[src/hdl/multi_slot_interval_timer_table_assert.svh]
// Assertion macros shared by the timer table modules.
`ifndef MULTI_SLOT_INTERVAL_TIMER_TABLE_ASSERT_SVH
`define MULTI_SLOT_INTERVAL_TIMER_TABLE_ASSERT_SVH
// Property that must hold in the cycle after a trigger.
`define MSIT_ASSERT_NEXT(label, clk, rst_n, trig, cond, msg) \
    label: assert property (@(posedge clk) disable iff (!rst_n) (trig) |=> (cond)) \
        else $error(msg);
// Property that must hold in the same cycle as a trigger.
`define MSIT_ASSERT_SAME(label, clk, rst_n, trig, cond, msg) \
    label: assert property (@(posedge clk) disable iff (!rst_n) (trig) |-> (cond)) \
        else $error(msg);
`endif

[src/hdl/msit_pkg.sv]
// Shared types and codes of the timer table.
`default_nettype none
package msit_pkg;
    localparam logic [1:0] CMD_ADVANCE = 2'd0;
    localparam logic [1:0] CMD_ADD     = 2'd1;
    localparam logic [1:0] CMD_MODIFY  = 2'd2;
    localparam logic [1:0] CMD_DELETE  = 2'd3;

    localparam logic [2:0] ST_OK       = 3'd0;
    localparam logic [2:0] ST_BAD_IVL  = 3'd1;
    localparam logic [2:0] ST_ID_USED  = 3'd2;
    localparam logic [2:0] ST_FULL     = 3'd3;
    localparam logic [2:0] ST_NOTFOUND = 3'd4;

    // Back-end sequencer states.
    typedef enum logic [2:0] {
        S_IDLE,
        S_SCAN,
        S_FIRE,
        S_MIN,
        S_SUM
    } back_state_t;

    // One queued command, already masked to the timer width.
    typedef struct packed {
        logic [1:0]  command;
        logic [31:0] timer_id;
        logic [63:0] interval;
        logic [15:0] repeats;
        logic [63:0] elapsed;
    } cmd_t;

    // One result transaction.
    typedef struct packed {
        logic        kind;
        logic [2:0]  status;
        logic [31:0] result_id;
        logic [39:0] next_remaining;
        logic        any_active;
        logic        last;
    } res_t;
endpackage
`default_nettype wire

[src/hdl/msit_front.sv]
// Front end: accepts commands and holds them in a two-entry queue.
`default_nettype none
module msit_front
    import msit_pkg::*;
#(
    parameter int TIME_BITS = 40
)(
    input  wire logic        clk,
    input  wire logic        rst_n,
    input  wire logic        push,
    output logic             full,
    input  wire logic [1:0]  command,
    input  wire logic [31:0] timer_id,
    input  wire logic [39:0] interval_us,
    input  wire logic [15:0] repeat_count,
    input  wire logic [39:0] elapsed_us,
    output logic             q_valid,
    output cmd_t             q_cmd,
    input  wire logic        q_take
);
    `include "multi_slot_interval_timer_table_assert.svh"

    localparam int TB = (TIME_BITS < 40) ? TIME_BITS : 40;

    cmd_t       mem_reg [2];
    logic       wp_reg, rp_reg;
    logic [1:0] cnt_reg;
    logic       do_push, do_pop;
    cmd_t       in_cmd;
    logic [39:0] tmask;

    // Mask times to the configured timer width.
    assign tmask = 40'((41'd1 << TB) - 41'd1);
    always_comb
    begin
        in_cmd.command  = command;
        in_cmd.timer_id = timer_id;
        in_cmd.interval = 64'(interval_us & tmask);
        in_cmd.repeats  = repeat_count;
        in_cmd.elapsed  = 64'(elapsed_us & tmask);
    end

    assign full    = cnt_reg[1];
    assign q_valid = (cnt_reg != 2'd0);
    assign q_cmd   = mem_reg[rp_reg];
    assign do_push = push && !full;
    assign do_pop  = q_take && q_valid;

    // Queue storage.
    always_ff @(posedge clk)
    begin
        if (do_push)
        begin
            mem_reg[wp_reg] <= in_cmd;
        end
    end

    // Queue pointers and count.
    always_ff @(posedge clk or negedge rst_n)
    begin
        if (!rst_n)
        begin
            wp_reg  <= 1'b0;
            rp_reg  <= 1'b0;
            cnt_reg <= 2'd0;
        end
        else
        begin
            if (do_push)
            begin
                wp_reg <= ~wp_reg;
            end
            if (do_pop)
            begin
                rp_reg <= ~rp_reg;
            end
            cnt_reg <= cnt_reg + 2'(do_push) - 2'(do_pop);
        end
    end

    `MSIT_ASSERT_SAME(a_cnt_range, clk, rst_n, 1'b1, cnt_reg != 2'd3, "queue count out of range")
    `MSIT_ASSERT_NEXT(a_push_grows, clk, rst_n, do_push && !do_pop, cnt_reg == $past(cnt_reg) + 2'd1, "push lost")
endmodule
`default_nettype wire

[src/hdl/msit_back.sv]
// Back end: walks the slot table one slot per cycle, pausing for each fired result, and emits results.
`default_nettype none
module msit_back
    import msit_pkg::*;
#(
    parameter int NUM_SLOTS = 16,
    parameter int TIME_BITS = 40
)(
    input  wire logic clk,
    input  wire logic rst_n,
    input  wire logic q_valid,
    input  cmd_t      q_cmd,
    output logic      q_take,
    output logic      res_valid,
    output res_t      res,
    input  wire logic res_take
);
    `include "multi_slot_interval_timer_table_assert.svh"

    localparam int SW = (NUM_SLOTS > 1) ? $clog2(NUM_SLOTS) : 1;
    localparam int CW = $clog2(NUM_SLOTS + 1);

    logic [NUM_SLOTS-1:0] valid_reg, valid_next;
    logic [31:0]          id_mem  [NUM_SLOTS];
    logic [TIME_BITS-1:0] ivl_mem [NUM_SLOTS];
    logic [TIME_BITS-1:0] rem_mem [NUM_SLOTS];
    logic [15:0]          rep_mem [NUM_SLOTS];
    logic [31:0]          next_id_reg, next_id_next;

    back_state_t state_reg, state_next;
    cmd_t        cmd_reg, cmd_next;
    logic [CW-1:0] idx_reg, idx_next;
    logic [SW-1:0] slot;
    logic          found_reg, found_next;
    logic [SW-1:0] hit_reg, hit_next;
    logic          free_reg, free_next;
    logic [SW-1:0] fslot_reg, fslot_next;
    logic [2:0]    status_reg, status_next;
    logic [31:0]   rid_reg, rid_next;
    logic          have_reg, have_next;
    logic [TIME_BITS-1:0] best_reg, best_next;
    logic [31:0]   fire_id_reg, fire_id_next;
    res_t          res_reg, res_next;
    logic          rv_reg, rv_next;

    logic [TIME_BITS-1:0] cur_rem, elap, ivl;
    logic [15:0]          cur_rep;
    logic                 cur_v, at_end;
    logic                 wr_rem, wr_ivl, wr_new;
    logic [TIME_BITS-1:0] rem_wdata;
    logic [15:0]          rep_wdata;
    logic                 wr_rep;
    logic [SW-1:0]        wslot;

    assign slot    = idx_reg[SW-1:0];
    assign at_end  = (idx_reg == CW'(NUM_SLOTS));
    assign cur_v   = !at_end && valid_reg[slot];
    assign cur_rem = rem_mem[slot];
    assign cur_rep = rep_mem[slot];
    assign elap    = cmd_reg.elapsed[TIME_BITS-1:0];
    assign ivl     = cmd_reg.interval[TIME_BITS-1:0];
    assign res_valid = rv_reg;
    assign res       = res_reg;

    // Next-state logic of the sequencer.
    always_comb
    begin
        state_next = state_reg;
        case (state_reg)
            S_IDLE: if (q_valid) state_next = S_SCAN;
            S_SCAN:
                if (at_end)
                    state_next = S_MIN;
                else if (cmd_reg.command == CMD_ADVANCE && cur_v && cur_rem <= elap)
                    state_next = S_FIRE;
            S_FIRE: if (!rv_reg || res_take) state_next = S_SCAN;
            S_MIN:  if (at_end) state_next = S_SUM;
            S_SUM:  if (!rv_reg || res_take) state_next = S_IDLE;
            default: state_next = S_IDLE;
        endcase
    end

    // Datapath and output logic.
    always_comb
    begin
        cmd_next = cmd_reg; idx_next = idx_reg; found_next = found_reg;
        hit_next = hit_reg; free_next = free_reg; fslot_next = fslot_reg;
        status_next = status_reg; rid_next = rid_reg; have_next = have_reg;
        best_next = best_reg; fire_id_next = fire_id_reg;
        valid_next = valid_reg; next_id_next = next_id_reg;
        res_next = res_reg; rv_next = rv_reg && !res_take;
        q_take = 1'b0;
        wr_rem = 1'b0; wr_ivl = 1'b0; wr_new = 1'b0; wr_rep = 1'b0;
        rem_wdata = '0; rep_wdata = '0; wslot = slot;
        case (state_reg)
            S_IDLE:
                if (q_valid)
                begin
                    q_take = 1'b1; cmd_next = q_cmd; idx_next = '0;
                    found_next = 1'b0; free_next = 1'b0;
                    hit_next = '0; fslot_next = '0;
                end
            S_SCAN:
                if (!at_end)
                begin
                    idx_next = idx_reg + CW'(1);
                    if (cmd_reg.command == CMD_ADVANCE)
                    begin
                        if (cur_v)
                        begin
                            wr_rem = 1'b1;
                            if (cur_rem <= elap)
                            begin
                                rem_wdata = ivl_mem[slot];
                                fire_id_next = id_mem[slot];
                                if (cur_rep != 16'd0)
                                begin
                                    wr_rep = 1'b1;
                                    rep_wdata = cur_rep - 16'd1;
                                    if (cur_rep == 16'd1) valid_next[slot] = 1'b0;
                                end
                            end
                            else
                                rem_wdata = cur_rem - elap;
                        end
                    end
                    else
                    begin
                        if (cur_v && !found_next && id_mem[slot] ==
                            ((cmd_reg.command == CMD_ADD) ? next_id_reg : cmd_reg.timer_id))
                        begin
                            found_next = 1'b1; hit_next = slot;
                        end
                        if (!valid_reg[slot] && !free_reg)
                        begin
                            free_next = 1'b1; fslot_next = slot;
                        end
                    end
                end
                else
                begin
                    // Apply the classified command after the lookup walk.
                    idx_next = '0; have_next = 1'b0; best_next = '0;
                    status_next = ST_OK; rid_next = '0;
                    case (cmd_reg.command)
                        CMD_ADD:
                            if (ivl == '0)
                                status_next = ST_BAD_IVL;
                            else if (found_reg)
                            begin
                                status_next = ST_ID_USED; rid_next = next_id_reg;
                            end
                            else if (!free_reg)
                                status_next = ST_FULL;
                            else
                            begin
                                wr_new = 1'b1; wslot = fslot_reg;
                                valid_next[fslot_reg] = 1'b1;
                                rid_next = next_id_reg;
                                next_id_next = next_id_reg + 32'd1;
                            end
                        CMD_MODIFY, CMD_DELETE:
                        begin
                            rid_next = cmd_reg.timer_id;
                            if (!found_reg)
                                status_next = ST_NOTFOUND;
                            else if (cmd_reg.command == CMD_DELETE)
                                valid_next[hit_reg] = 1'b0;
                            else if (ivl != '0)
                            begin
                                wr_ivl = 1'b1; wslot = hit_reg;
                            end
                        end
                        default: ;
                    endcase
                end
            S_FIRE:
                if (!rv_reg || res_take)
                begin
                    rv_next = 1'b1;
                    res_next = '{kind: 1'b1, status: ST_OK, result_id: fire_id_reg,
                                 next_remaining: 40'd0, any_active: |valid_reg,
                                 last: 1'b0};
                end
            S_MIN:
                if (!at_end)
                begin
                    idx_next = idx_reg + CW'(1);
                    if (cur_v && (!have_reg || cur_rem < best_reg))
                    begin
                        have_next = 1'b1; best_next = cur_rem;
                    end
                end
            S_SUM:
                if (!rv_reg || res_take)
                begin
                    rv_next = 1'b1;
                    res_next = '{kind: 1'b0, status: status_reg, result_id: rid_reg,
                                 next_remaining: 40'(64'(best_reg)),
                                 any_active: |valid_reg, last: 1'b1};
                end
            default: ;
        endcase
    end

    // Slot storage writes.
    always_ff @(posedge clk)
    begin
        if (wr_rem || wr_ivl || wr_new)
        begin
            rem_mem[wslot] <= (wr_rem) ? rem_wdata : ivl;
        end
        if (wr_ivl || wr_new)
        begin
            ivl_mem[wslot] <= ivl;
        end
        if (wr_new)
        begin
            id_mem[wslot]  <= next_id_reg;
            rep_mem[wslot] <= cmd_reg.repeats;
        end
        else if (wr_rep)
        begin
            rep_mem[wslot] <= rep_wdata;
        end
    end

    // Payload registers.
    always_ff @(posedge clk)
    begin
        cmd_reg <= cmd_next; hit_reg <= hit_next; fslot_reg <= fslot_next;
        status_reg <= status_next; rid_reg <= rid_next; best_reg <= best_next;
        fire_id_reg <= fire_id_next; res_reg <= res_next;
    end

    // Control registers.
    always_ff @(posedge clk or negedge rst_n)
    begin
        if (!rst_n)
        begin
            state_reg <= S_IDLE; idx_reg <= '0; found_reg <= 1'b0;
            free_reg <= 1'b0; have_reg <= 1'b0; valid_reg <= '0;
            next_id_reg <= '0; rv_reg <= 1'b0;
        end
        else
        begin
            state_reg <= state_next; idx_reg <= idx_next; found_reg <= found_next;
            free_reg <= free_next; have_reg <= have_next; valid_reg <= valid_next;
            next_id_reg <= next_id_next; rv_reg <= rv_next;
        end
    end

    `MSIT_ASSERT_SAME(a_take_idle, clk, rst_n, q_take, state_reg == S_IDLE, "command taken while busy")
    `MSIT_ASSERT_NEXT(a_sum_last, clk, rst_n, state_reg == S_SUM && state_next == S_IDLE, rv_reg && res_reg.last, "summary not issued")
    `MSIT_ASSERT_SAME(a_idx_range, clk, rst_n, 1'b1, idx_reg <= CW'(NUM_SLOTS), "slot index out of range")
endmodule
`default_nettype wire

[src/hdl/multi_slot_interval_timer_table.sv]
// Top level of the interval timer table.
// Usage: commands go in through a queue-style port (push/full); a transaction is
// taken when push is high and full is low. Results come out through a queue-style
// port (empty/pop); the oldest result is on the ports while empty is low and is
// taken when pop is high. A two-entry command queue decouples the front end.
// Each command walks the slot table once to classify or update it, one slot per
// cycle but pausing for each fired result, then once more to find the least
// remaining time.
// The back end handles one command at a time; the slot walk sets the rate.
// An advance yields one fired result per expiring timer, then a summary with
// last set; other commands yield only the summary.
// Reset clears all slots and the id counter; no clearing pass is needed.
// When the receiver stalls, the result register holds and the back end waits;
// the command queue keeps accepting until it is full.
`default_nettype none
module multi_slot_interval_timer_table
    import msit_pkg::*;
#(
    parameter int NUM_SLOTS = 16,
    parameter int TIME_BITS = 40
)(
    input  wire logic        clk,
    input  wire logic        rst_n,
    input  wire logic        push,
    output logic             full,
    input  wire logic [1:0]  command,
    input  wire logic [31:0] timer_id,
    input  wire logic [39:0] interval_us,
    input  wire logic [15:0] repeat_count,
    input  wire logic [39:0] elapsed_us,
    output logic             empty,
    input  wire logic        pop,
    output logic             kind,
    output logic [2:0]       status,
    output logic [31:0]      result_id,
    output logic [39:0]      next_remaining_us,
    output logic             any_active,
    output logic             last
);
    logic q_valid, q_take, res_valid;
    cmd_t q_cmd;
    res_t res;

    msit_front #(.TIME_BITS(TIME_BITS)) u_front (
        .clk, .rst_n, .push, .full, .command, .timer_id, .interval_us,
        .repeat_count, .elapsed_us, .q_valid, .q_cmd, .q_take
    );

    msit_back #(.NUM_SLOTS(NUM_SLOTS), .TIME_BITS(TIME_BITS)) u_back (
        .clk, .rst_n, .q_valid, .q_cmd, .q_take, .res_valid, .res,
        .res_take(pop)
    );

    assign empty             = !res_valid;
    assign kind              = res.kind;
    assign status            = res.status;
    assign result_id         = res.result_id;
    assign next_remaining_us = res.next_remaining;
    assign any_active        = res.any_active;
    assign last              = res.last;
endmodule
`default_nettype wire
[config.mk]
export PLATFORM = sky130hd
export DESIGN_NAME = multi_slot_interval_timer_table
export DESIGN_NICKNAME = d
export VERILOG_FILES = /design/src/hdl/msit_pkg.sv /design/src/hdl/msit_front.sv /design/src/hdl/msit_back.sv /design/src/hdl/multi_slot_interval_timer_table.sv
export VERILOG_INCLUDE_DIRS = /design/src /design/src/hdl
export SDC_FILE = /design/constraint.sdc
export NUM_CORES = 2
export LEC_CHECK = 0
export ABC_CLOCK_PERIOD_IN_PS = 20700
export BUFFER_PORTS_ARGS = -buffer_cell sky130_fd_sc_hd__buf_2
export CAP_MARGIN = 30
export CORE_ASPECT_RATIO = 1.2
export CORE_MARGIN = 5
export CORE_UTILIZATION = 62
export CTS_CLUSTER_DIAMETER = 60
export DETAILED_ROUTE_END_ITERATION = 8
export GPL_ROUTABILITY_DRIVEN = 0
export GPL_TIMING_DRIVEN = 0
export PLACE_DENSITY_LB_ADDON = 0.2
export REMOVE_ABC_BUFFERS = 1
export SLEW_MARGIN = 20
export SYNTH_ARGS = -nofsm -noshare
export SYNTH_HDL_FRONTEND = slang
export SYNTH_SLANG_ARGS = --single-unit
[constraint.sdc]
create_clock -name clk -period 20.7 [get_ports clk]
set_input_delay 5.175 -clock clk [delete_from_list [all_inputs] [get_ports clk]]
set_output_delay 5.175 -clock clk [all_outputs]
set_load 0.01 [all_outputs]
# After elaboration in Yosys (flattened, before gate mapping)

Memory sizes are Yosys's and may differ from the RTL's. A register that Yosys moved wholly into a read port is not among the register bits.
Cells that the tools add are included.
W data, S select, Z words.

Register bits: 257
Bits in writable memories: 2308
Output and inout bits: 80
Word-level logic and storage cells: 265
Memories: 5

Memory list:

| name            | words | bits a word | read ports | clocked after Yosys merged registers in | wr ports | line             | source |
|---|---|---|---|---|---|---|---|
| u_back.ivl_mem  | 16    | 40          | 1          | 0                                       | 1        | msit_back.sv:25  | `logic [TIME_BITS-1:0] ivl_mem [NUM_SLOTS];` |
| u_back.rem_mem  | 16    | 40          | 1          | 0                                       | 1        | msit_back.sv:26  | `logic [TIME_BITS-1:0] rem_mem [NUM_SLOTS];` |
| u_back.id_mem   | 16    | 32          | 1          | 0                                       | 1        | msit_back.sv:24  | `logic [31:0] id_mem [NUM_SLOTS];` |
| u_front.mem_reg | 2     | 130         | 1          | 1                                       | 1        | msit_front.sv:25 | `cmd_t mem_reg [2];` |
| u_back.rep_mem  | 16    | 16          | 1          | 0                                       | 1        | msit_back.sv:27  | `logic [15:0] rep_mem [NUM_SLOTS];` |

$add $sub $neg: 6
Magnitude comparators: 8
Equality and inequality tests: 28
Multiplexer cells: 129
Bitwise operators: 11
Reduce and logical (&&, ||, !) cells: 55

Operator list:

| cell                    | number |
|---|---|
| $mux W40                | 9 |
| $mux W16                | 18 |
| $mux W78                | 2 |
| $pmux W78 S2            | 1 |
| $mux W32                | 4 |
| $pmux W40 S2            | 1 |
| $pmux W32 S2            | 1 |
| $mux W4                 | 15 |
| $mux W1                 | 51 |
| $le A40 B40 Y1          | 1 |
| $logic_not A40 Y1       | 1 |
| $lt A40 B40 Y1          | 1 |
| $reduce_bool A40 Y1     | 1 |
| $sub A40 B40 Y40        | 1 |
| $add A32 B1 Y32 const B | 1 |
| $and A16 B16 Y16        | 2 |
| $eq A32 B32 Y1          | 1 |
| $not A16 Y16            | 2 |
| $pmux W16 S2            | 1 |
| $mux W3                 | 9 |
| $pmux W4 S2             | 3 |
| $reduce_and A5 Y1       | 4 |
| $reduce_bool A2 Y1      | 9 |
| $eq A16 B1 Y1 const B   | 1 |
| other kinds (42)        | 97 |

# Depth between registers and ports, before layout

Word-level depth: 12
Mapped depth: 25

# Modules after synthesis

A second synthesis with hierarchy kept.

Cell total of the unflattened synthesis: 5411
Area total of the unflattened synthesis: 108431.5 µm²

Modules (own cells, without submodules):

| module                          | instances | cells an instance | area an instance (µm²) | seq. area each (µm²) |
|---|---|---|---|---|
| msit_back                       | 1         | 4935              | 98105.3                | 72699.7 |
| msit_front                      | 1         | 475               | 10322.4                | 7907.6 |
| multi_slot_interval_timer_table | 1         | 1                 | 3.8                    | 0.0 |

# Worst setup path after synthesis

No wires, ideal clock.

Kind: reg2reg
Start: register u_back.state_reg[0]
End: register u_front.cnt_reg[1]
Setup time: 80 ps
Arrival time: 15556 ps
Data required time: 20620 ps
Setup slack: 5064 ps
Cell stages (with the launch flop): 8
Period minus slack after synthesis: 15636 ps
Cell sequence: dfrtp_1 -> clkbuf_1 -> nor4_1 -> ha_1 -> inv_1 -> ha_1 -> xnor2_1 -> xnor2_1

Cells in the longest elaborated chain, start to end: 4

RTL lines:

| what                   | line                                  | source |
|---|---|---|
| from (decl)            | msit_back.sv:30                       | `back_state_t state_reg, state_next;` |
| from (signal assigned) | msit_back.sv:247                      | `state_reg <= state_next; idx_reg <= idx_next; found_reg <= found_next;` |
| $logic_not A3 Y1       | msit_back.sv:95                       | `case (state_reg)` |
| $mux W1                | msit_back.sv:95                       |  |
| named net q_take       | multi_slot_interval_timer_table.sv:40 | `logic q_valid, q_take, res_valid;` |
| $logic_and A1 B1 Y1    | msit_front.sv:47                      | `assign do_pop = q_take && q_valid;` |
| $sub A2 B1 Y2          | msit_front.sv:77                      | `cnt_reg <= cnt_reg + 2'(do_push) - 2'(do_pop);` |
| to (signal assigned)   | msit_front.sv:77                      |  |
| to (decl)              | msit_front.sv:27                      | `logic [1:0] cnt_reg;` |

The timed path passes the listed nets, and every way through them passes these cells.
A chain may end at the register's enable or synchronous reset.

# Worst setup path after layout

Start: register u_back.idx_reg[0]
End: memory u_back.rep_mem[0][11], enable pin

Elaborated cells between the ends (all ways): 32
Classes of those cells: order compare: 1; eq/ne: 1; mux: 24; bitwise: 1; reduce/logical: 3; memory: 2

RTL lines:

| what                          | line             | source |
|---|---|---|
| from (decl)                   | msit_back.sv:32  | `logic [CW-1:0] idx_reg, idx_next;` |
| from (signal assigned)        | msit_back.sv:247 |  |
| $mem_v2 Z16 W40               | --               |  |
| named net u_back.cur_rem[12]  | msit_back.sv:46  | `logic [TIME_BITS-1:0] cur_rem, elap, ivl;` |
| $le A40 B40 Y1                | msit_back.sv:112 | `if (cur_rem <= elap)` |
| $mux W1                       | msit_back.sv:112 |  |
| $mux W1                       | msit_back.sv:109 | `if (cur_v)` |
| $mux W1                       | msit_back.sv:107 | `if (cmd_reg.command == CMD_ADVANCE)` |
| $mux W1                       | msit_back.sv:104 | `if (!at_end)` |
| $mux W1                       | msit_back.sv:95  |  |
| $mux W1                       | msit_back.sv:222 | `else if (wr_rep)` |
| $mux W1                       | msit_back.sv:217 | `if (wr_new)` |
| $mux W1 (not written as such) | msit_back.sv:224 | `rep_mem[wslot] <= rep_wdata;` |
| $or A1 B1 Y1 (no source line) | --               |  |
| to (decl)                     | msit_back.sv:27  |  |

The timed path passes the listed nets, and every way through them passes these cells. The select of a mux whose other input is x is not followed.

==> flow_summary.toml <==
[run_status]
outcome = "finished, final reports clean"

[setup_path]
crit_arrival_ns = 8.72
worstPathRequired_ns = 21.21
critPathMaxFanout = 33
slowest_stage = "dfrtp_4"
cp_slowest_stage_delay_ns = 0.73
crit_top_cell = "buf_16"
critPathLaunchType = "flop"
cp-end-kind = "flop"
path_cells = "buf_16 > buf_12 > buf_16 > buf_16 > buf_12 > mux4_2 > mux4_2 > ha_1 > nand4_1 > nor4_1 > and4b_1 > nor3_1 > o2bb2ai_1 > a21oi_4 > nand3_2 > and2_2 > nor2b_4"
critPathKind = "flop to flop"

[logic_synthesis]
synth_top_area_share = 0.7368
ys_types = 79
synthTopCellsByCount = "edfxtp_1 (2631), mux4_2 (613), nor2_1 (226)"
yosys_most_used_dff = "edfxtp_1"
ys_ff_latch = 2695
post_synth.cell_area_avg_um2 = 20.50
syn_area_um2 = 107200
ys_seq_area_frac = 0.7517
synthCells = 5230
synth_area_leaders = "edfxtp_1 (74%), mux4_2 (13%), mux2_2 (1.8%), dfrtp_1 (1.5%), mux2i_1 (1.2%)"
yosys_warnings = 0
async_flop_share = 0.02375
yosysMostFrequentCell = "edfxtp_1"
yosysTopAreaCell = "edfxtp_1"
synth_edf_count = 2631

[detailed_routing]
vias = 56770
drtAntennaViolNets = 0
dr.pass1.iters = 6
drtIter0Drc = 7842
via_per_inst = 6.891
post_drt_wl_per_cell_um = 33.56
drc = 0
wl_mm = 276.5

[timing]
fin_crit_sh = 0.3967
hold_violations = 0
timing.final.ws_setup_ns = 12.49
fmax_ghz = 0.1218
fin_crit_ns = 8.211
finalSetupViolCount = 0
relSlewSlack = 0.2813
hold-worst-slack_ns = 0.5002
rsz0062_at_grt = "false"
worst_pin_slew_ns = 1.068
finClkSkew_ns = 0.07066
slew_violations = 0
tns_ns = 0

[layout]
finalNetCount = 5984
biggestRegsByFlops = "u_back.ivl_mem x640, u_back.rem_mem x640, u_back.id_mem x512"
stdcell_count = 8238
post-route-util = 0.7219
area_growth_pct = 16.05
fillCellCount = 9655
drive_above_1_share = 0.2988

[floorplan]
initial_core_util = 0.6221
fp.dieW_um = 389.6
chipHeight_um = 465.6
ios = 214
std_cell_rows = 167
core-area_um2 = 172400
die_area_um2 = 181400

[placement]
numPortBuffers = 213
pre_cts_slack_ns = 12.62
place_hpwl_mm = 172.9
dpl.cell_count = 7738

[cts]
cts_root_buffer = "clkbuf_16"
clk_path_buf_depth = 4
cts_hold_buf = 0
clk_pin_slew_ns = 0.07
htree_levels = 5
cts_tree = "yes"
cts.repair.resized = 0
clock-sinks = 2695
cts_setup_buffers = 0
cts_inserted_buffers = 277
clk_latency_ns = 0.94

[global_routing]
antenna_found_initial = 10
grt_usage = 0.3060
grt_pass1_wl_mm = 399.6
grt_start_max_net_pins = 49
overflow = 0
grt_pass1_vias = 57540

[hold_path]
hp-class = "flop to flop"

[power_and_ir_drop]
ir_worst_vdd_mv = 0.1308
leakagePower_nw = 39.70
power_density_nw_per_um2 = 132.5

[flow_run]
cap_violations = 0
==> worst max-delay path: cells and delay by family, from the launching register on <==
family	cells	cell delay, ns
AO/OA/AOI/OAI	2	0.74
buffers and inverters	5	1.41
multiplexers	2	1.13
adder cells (fa/ha/maj)	1	0.46
AND/OR/NAND/NOR	7	3.16
flip-flops	1	0.73
==> metrics by stage <==
stage	total power, W	instance area [um^2]
floorplan	0.01132	106200
finish	0.01649	124400
CTS	0.01647	124200
global placement	0.01329	110100
global route	0.01706	124400
detailed placement	0.01159	115600
==> logic make-up after synthesis <==
family / Yosys count / share of synthesized area
xor+xnor: 114 / 0.009311
flops: 2695 / 0.7517
fa+ha+maj: 91 / 0.01069
compound gates: 423 / 0.02548
buf+inv: 345 / 0.01344
simple gates: 640 / 0.02869
mux: 922 / 0.1607
==> final timing paths <==
kind / start / end / slack, ns / depth (start not counted)
min reg2reg: u_front.mem_reg[0][27]$_DFFE_PP_ / u_back.cmd_reg[27]$_DFFE_PP_ / 0.50 / 1
max in group asynchronous: rst_n / u_back.idx_reg[2]$_DFFE_PN0P_ / 15.82 / 2
max reg2reg: u_back.idx_reg[0]$_DFFE_PN0P_ / u_back.rep_mem[0][11]$_DFFE_PP_ / 12.49 / 17
min: u_front.mem_reg[0][27]$_DFFE_PP_ / u_back.cmd_reg[27]$_DFFE_PP_ / 0.50 / 1
max: u_back.idx_reg[0]$_DFFE_PN0P_ / u_back.rep_mem[0][11]$_DFFE_PP_ / 12.49 / 17
min in group asynchronous: rst_n / u_back.next_id_reg[21]$_DFFE_PN0P_ / 4.20 / 1
==> routing by layer <==
layer / GRT usage / up-vias / share of wire
li1: - / 22590 / -
met1: 0.4297 / 29330 / 0.36
met2: 0.4881 / 4098 / 0.49
met3: 0.06103 / 753 / 0.11
met4: 0.1138 / 4 / 0.042
met5: 0 / - / 0.000098
==> power by group <==
group	internal, W	leakage (nW)	switching, W	total, W
combinational	0.00209	11.9	0.00284	0.00493
clock	0.00281	4.25	0.00203	0.00485
sequential	0.00647	23.5	0.000243	0.00671
==> cell type report <==
cell class	instances	area (um^2)	area share
diodes	4	10.01	0.00008044
clock buffers	336	7382	0.05932
clock inverters	137	1280	0.01029
inverters	106	406.6	0.003268
multi-input cells	2190	25850	0.2077
flip-flops and latches	2695	80630	0.6479
well taps	2281	2854	0.02293
repair buffers	489	6033	0.04848
==> cell usage in the layout (no fill, tap or decap), types with 36 or more instances in the layout <==
master	count
edfxtp_1	2631
mux4_2	613
clkbuf_16	284
buf_2	246
mux2_2	174
nor2_1	164
nand2_1	150
mux2i_1	128
inv_1	103
a21oi_1	100
buf_16	93
ha_1	90
buf_12	84
o21ai_0	77
xnor2_1	65
nor2_4	62
dfrtp_1	59
and2_1	50
xor2_1	49
clkinv_2	48
buf_4	46
clkinv_1	45
clkbuf_1	44
a22o_1	36
Note: power is estimated with default switching activity, not from simulation.
